[src/srt_pkg.sv]
// symbol range table package: sizes, operation and status codes, entry type
// shared by every module of the symbol_range_table block; no dependencies
`timescale 1ns / 1ps

package srt_pkg;

   localparam int MAX_ENTRIES = 256;
   localparam int ADDR_BITS   = 48;
   localparam int END_BITS    = ADDR_BITS + 1;
   localparam int IDX_W       = $clog2(MAX_ENTRIES);
   localparam int CNT_W       = $clog2(MAX_ENTRIES + 1);
   localparam int NAME_W      = 32;
   localparam int LEN_W       = 32;
   localparam int OFF_W       = 32;

   // operation codes on req_func
   localparam logic [1:0] FUNC_CLEAR  = 2'd0;
   localparam logic [1:0] FUNC_LOAD   = 2'd1;
   localparam logic [1:0] FUNC_LOOKUP = 2'd2;

   // result codes on rsp_status
   localparam logic [1:0] STATUS_OK        = 2'd0;
   localparam logic [1:0] STATUS_SKIPPED   = 2'd1;
   localparam logic [1:0] STATUS_FULL      = 2'd2;
   localparam logic [1:0] STATUS_NOT_FOUND = 2'd3;

   // symbol type nibble for a function
   localparam logic [3:0] SYM_TYPE_FUNC = 4'd2;

   typedef struct packed {
      logic [ADDR_BITS-1:0] start;
      logic [END_BITS-1:0]  stop;
      logic [NAME_W-1:0]    name;
   } entry_type;

   typedef struct packed {
      logic      wr_en;
      logic [IDX_W-1:0] wr_idx;
      logic      rd_en;
      logic [IDX_W-1:0] rd_idx;
   } ram_ctl_type;

endpackage

[src/srt_match.sv]
// range compare for one stored entry: start <= address < end, and the offset
// depends on srt_pkg for the entry type and widths
`timescale 1ns / 1ps

module srt_match (
   input  logic [srt_pkg::ADDR_BITS-1:0] addr,
   input  srt_pkg::entry_type            entry,
   output logic                          hit,
   output logic [srt_pkg::OFF_W-1:0]     offset
);

   logic [srt_pkg::ADDR_BITS-1:0] diff;

   assign diff   = addr - entry.start;
   assign hit    = (addr >= entry.start) && ({1'b0, addr} < entry.stop);
   assign offset = srt_pkg::OFF_W'(diff);

endmodule

[config.mk]
export PLATFORM = sky130hd
export DESIGN_NAME = srt_match
export DESIGN_NICKNAME = d
export VERILOG_FILES = /design/src/srt_pkg.sv /design/src/srt_match.sv
export SDC_FILE = /design/constraint.sdc
export NUM_CORES = 1
export LEC_CHECK = 0
export ABC_AREA = 0
export BUFFER_PORTS_ARGS = -buffer_cell sky130_fd_sc_hd__buf_2
export CORE_MARGIN = 1.5
export CORE_UTILIZATION = 46
export DETAILED_ROUTE_END_ITERATION = 16
export PLACE_DENSITY = 0.82
export REMOVE_ABC_BUFFERS = 1
export SLEW_MARGIN = 25
export SYNTH_ARGS = -nofsm -noshare
export SYNTH_HDL_FRONTEND = slang
export SYNTH_SLANG_ARGS = --single-unit
[constraint.sdc]
create_clock -name vclk -period 3
set_input_delay 0.3 -clock vclk [all_inputs]
set_output_delay 0.3 -clock vclk [all_outputs]
set_load 0.05 [all_outputs]
==> impl_metrics.json <==
{
  "outcome": "finished, final reports clean",
  "grt_usage": 0.241,
  "final_net_count": 933,
  "drt-total-wl_mm": 10.4,
  "core_region_area_mm2": 0.00721,
  "die_h_um": 89.2,
  "cap_violations": 0,
  "pwr-share-seq": 0,
  "die-area_mm2": 0.00796,
  "criticalPathCategory": "primary input to output port",
  "gp_congestion": 0.930,
  "seq_area_um2": 0,
  "hp-class": "primary input to output port",
  "tightest_slew_ns": 0.476,
  "synth.top_cell.area_share": 0.348,
  "antenna_found_initial": 0,
  "grt_pass1_vias": 3949,
  "crit_arrival_ns": 2.65,
  "route.detailed.drc": 0,
  "yosysSeqAreaShare": 0,
  "p_sw_uw": 794,
  "wl_per_cell_um": 13.7,
  "internal_power_uw": 428,
  "io_pins": 210,
  "first_pass_iters": 5,
  "p_total_uw": 1220,
  "rows": 31,
  "ir_worst_vdd_v": 0.000111,
  "start_kind": "primary input",
  "worstSetupEndpointType": "output port",
  "grt_pass1_wl_mm": 15.8,
  "combinationalPowerShare": 1.000,
  "hold_buffers": 0,
  "io_buffers": 178,
  "swShare": 0.650,
  "gr-total-overflow": 0,
  "grt_max_degree": 10,
  "diodes": 0,
  "vias": 4167,
  "whs_ns": 1.05,
  "synth_cells": 480,
  "drive_gt1_frac": 0.309,
  "hpwl_mm": 9.32,
  "syn_area_per_cell_um2": 7.12,
  "relSlewSlack": 0.680,
  "p_leak_uw": 0.00284,
  "powerDensity_mw_per_mm2": 271,
  "hold_viol": 0,
  "clock_power_share": 0,
  "initial_core_util": 0.474,
  "die_w_um": 89.2,
  "min_period_ns": 2.95,
  "finalCritPeriodShare": 0.985,
  "maxSlewViolCount": 0,
  "ant_nets": 0,
  "timing.fmax_ghz": 0.338,
  "ys_types": 51,
  "postLayoutCoreUtil": 0.625,
  "nClkBuffers": 0,
  "viasPerCell": 5.50,
  "fin_cells": 757,
  "setup_viol": 0,
  "seq_cell_count": 0,
  "timing.setup.tns_ns": 0,
  "synthTopCellsByArea": "ha_1 35%, inv_1 11%, a21o_1 10%, a21oi_1 7.6%, xnor2_1 4.9%",
  "place_inst": 757,
  "netlist_area_mm2": 0.00342,
  "crit_fanout": 4,
  "yosys_warnings": 0,
  "syn2layout_area_growth_pct": 31.9,
  "yosys.area.top_type": "ha_1",
  "cp.required_ns": 2.70,
  "drt_iter0_drc": 170
}
-- logic make-up after synthesis --
group           count (synthesis)  share of synthesized area
compound gates                156                      0.303
xor+xnor                       30                     0.0769
fa+ha+maj                      96                      0.354
buf+inv                       112                      0.127
simple gates                   86                      0.140
-- Yosys cell counts, types with 3 or more instances --
| cell type | instances |
|---|---|
| inv_1 | 103 |
| nand2_1 | 21 |
| o21ai_0 | 19 |
| nor4_1 | 3 |
| nand4_1 | 22 |
| o21ai_1 | 3 |
| xor2_1 | 11 |
| nor2_1 | 6 |
| a21oi_1 | 52 |
| a211oi_1 | 3 |
| nor3_1 | 3 |
| a21o_1 | 46 |
| ha_1 | 95 |
| o21a_1 | 5 |
| nor2b_1 | 5 |
| and4_1 | 4 |
| xnor2_1 | 19 |
| clkbuf_1 | 4 |
| nand2b_1 | 3 |
| a31oi_1 | 4 |
| clkbuf_2 | 3 |
| nand3_1 | 11 |
-- what timing repair did --
item / in CTS / in global routing
resized for setup: 2 / 15
pin swaps: 0 / 8
endpoints found under the setup margin: 2 / 7
buffers inserted: 0 / 0
-- critical path, stage by stage --
cell and delay, ns:
buf_2 0.11, ha_1 0.35, a21o_1 0.19, a21oi_1 0.21, nand3_1 0.20, a41oi_4 0.29
buf_4 0.17, nor2b_1 0.05, o2111ai_1 0.20, a31oi_1 0.13, xor2_1 0.22, buf_4 0.24
-- layer usage --
metal	global-route usage	wire length (µm)	part of all wire	up-vias
li1	-	-	-	2062
met1	0.258	4120	0.40	1862
met2	0.478	5170	0.50	195
met3	0.0139	583	0.056	48
met4	0.106	510	0.049	0
met5	0	0	0	-
-- power groups by stage --
stage                     logic [µW]  clock network [µW]  registers (µW)
after CTS                       1190                   0               0
after detailed placement        1190                   0               0
after global routing            1320                   0               0
after global placement          1160                   0               0
final                           1220                   0               0
after floorplan                  849                   0               0
-- layout by cell type, fill, tap and decap left out, drive strengths merged, types with 2 or more instances in the layout --
cell type and instances:
nand2b 3, nor3b 2, buf 185, nand2 21
and4 4, o2111ai 2, a21boi 2, a21oi 52
xor2 11, nand3 11, inv 103, nor3 3
o21a 5, nor4 3, a31oi 5, o21ai 24
a211oi 4, o31ai 2, clkbuf 2, a21o 46
o211ai 2, nor2 6, a41oi 2, xnor2 19
nor2b 6, ha 95, nand4 22
-- area by class of cell --
type / count / area, µm²
well taps: 99 / 124
repair buffers: 187 / 973
inverters: 103 / 387
fillers: 705 / 2710
multi-input cells: 368 / 3030
-- path summary, 6_finish.rpt --
check                 depth (start not counted)    endpoint  slack (ns)       from
worst max-delay path                         12  offset[17]        0.05    addr[3]
worst min-delay path                          4   offset[0]        1.05  entry[81]
-- per-stage QoR --
step,setup WS [ns],area [µm²]
2_1_floorplan,-0.121,3370
3_3_place_gp,-0.0374,4450
3_5_place_dp,-0.0789,4450
4_1_cts,0.00339,4460
5_1_grt,-0.0759,4510
6_report,0.0455,4510
No activity file was read; power rests on OpenSTA's default activity.
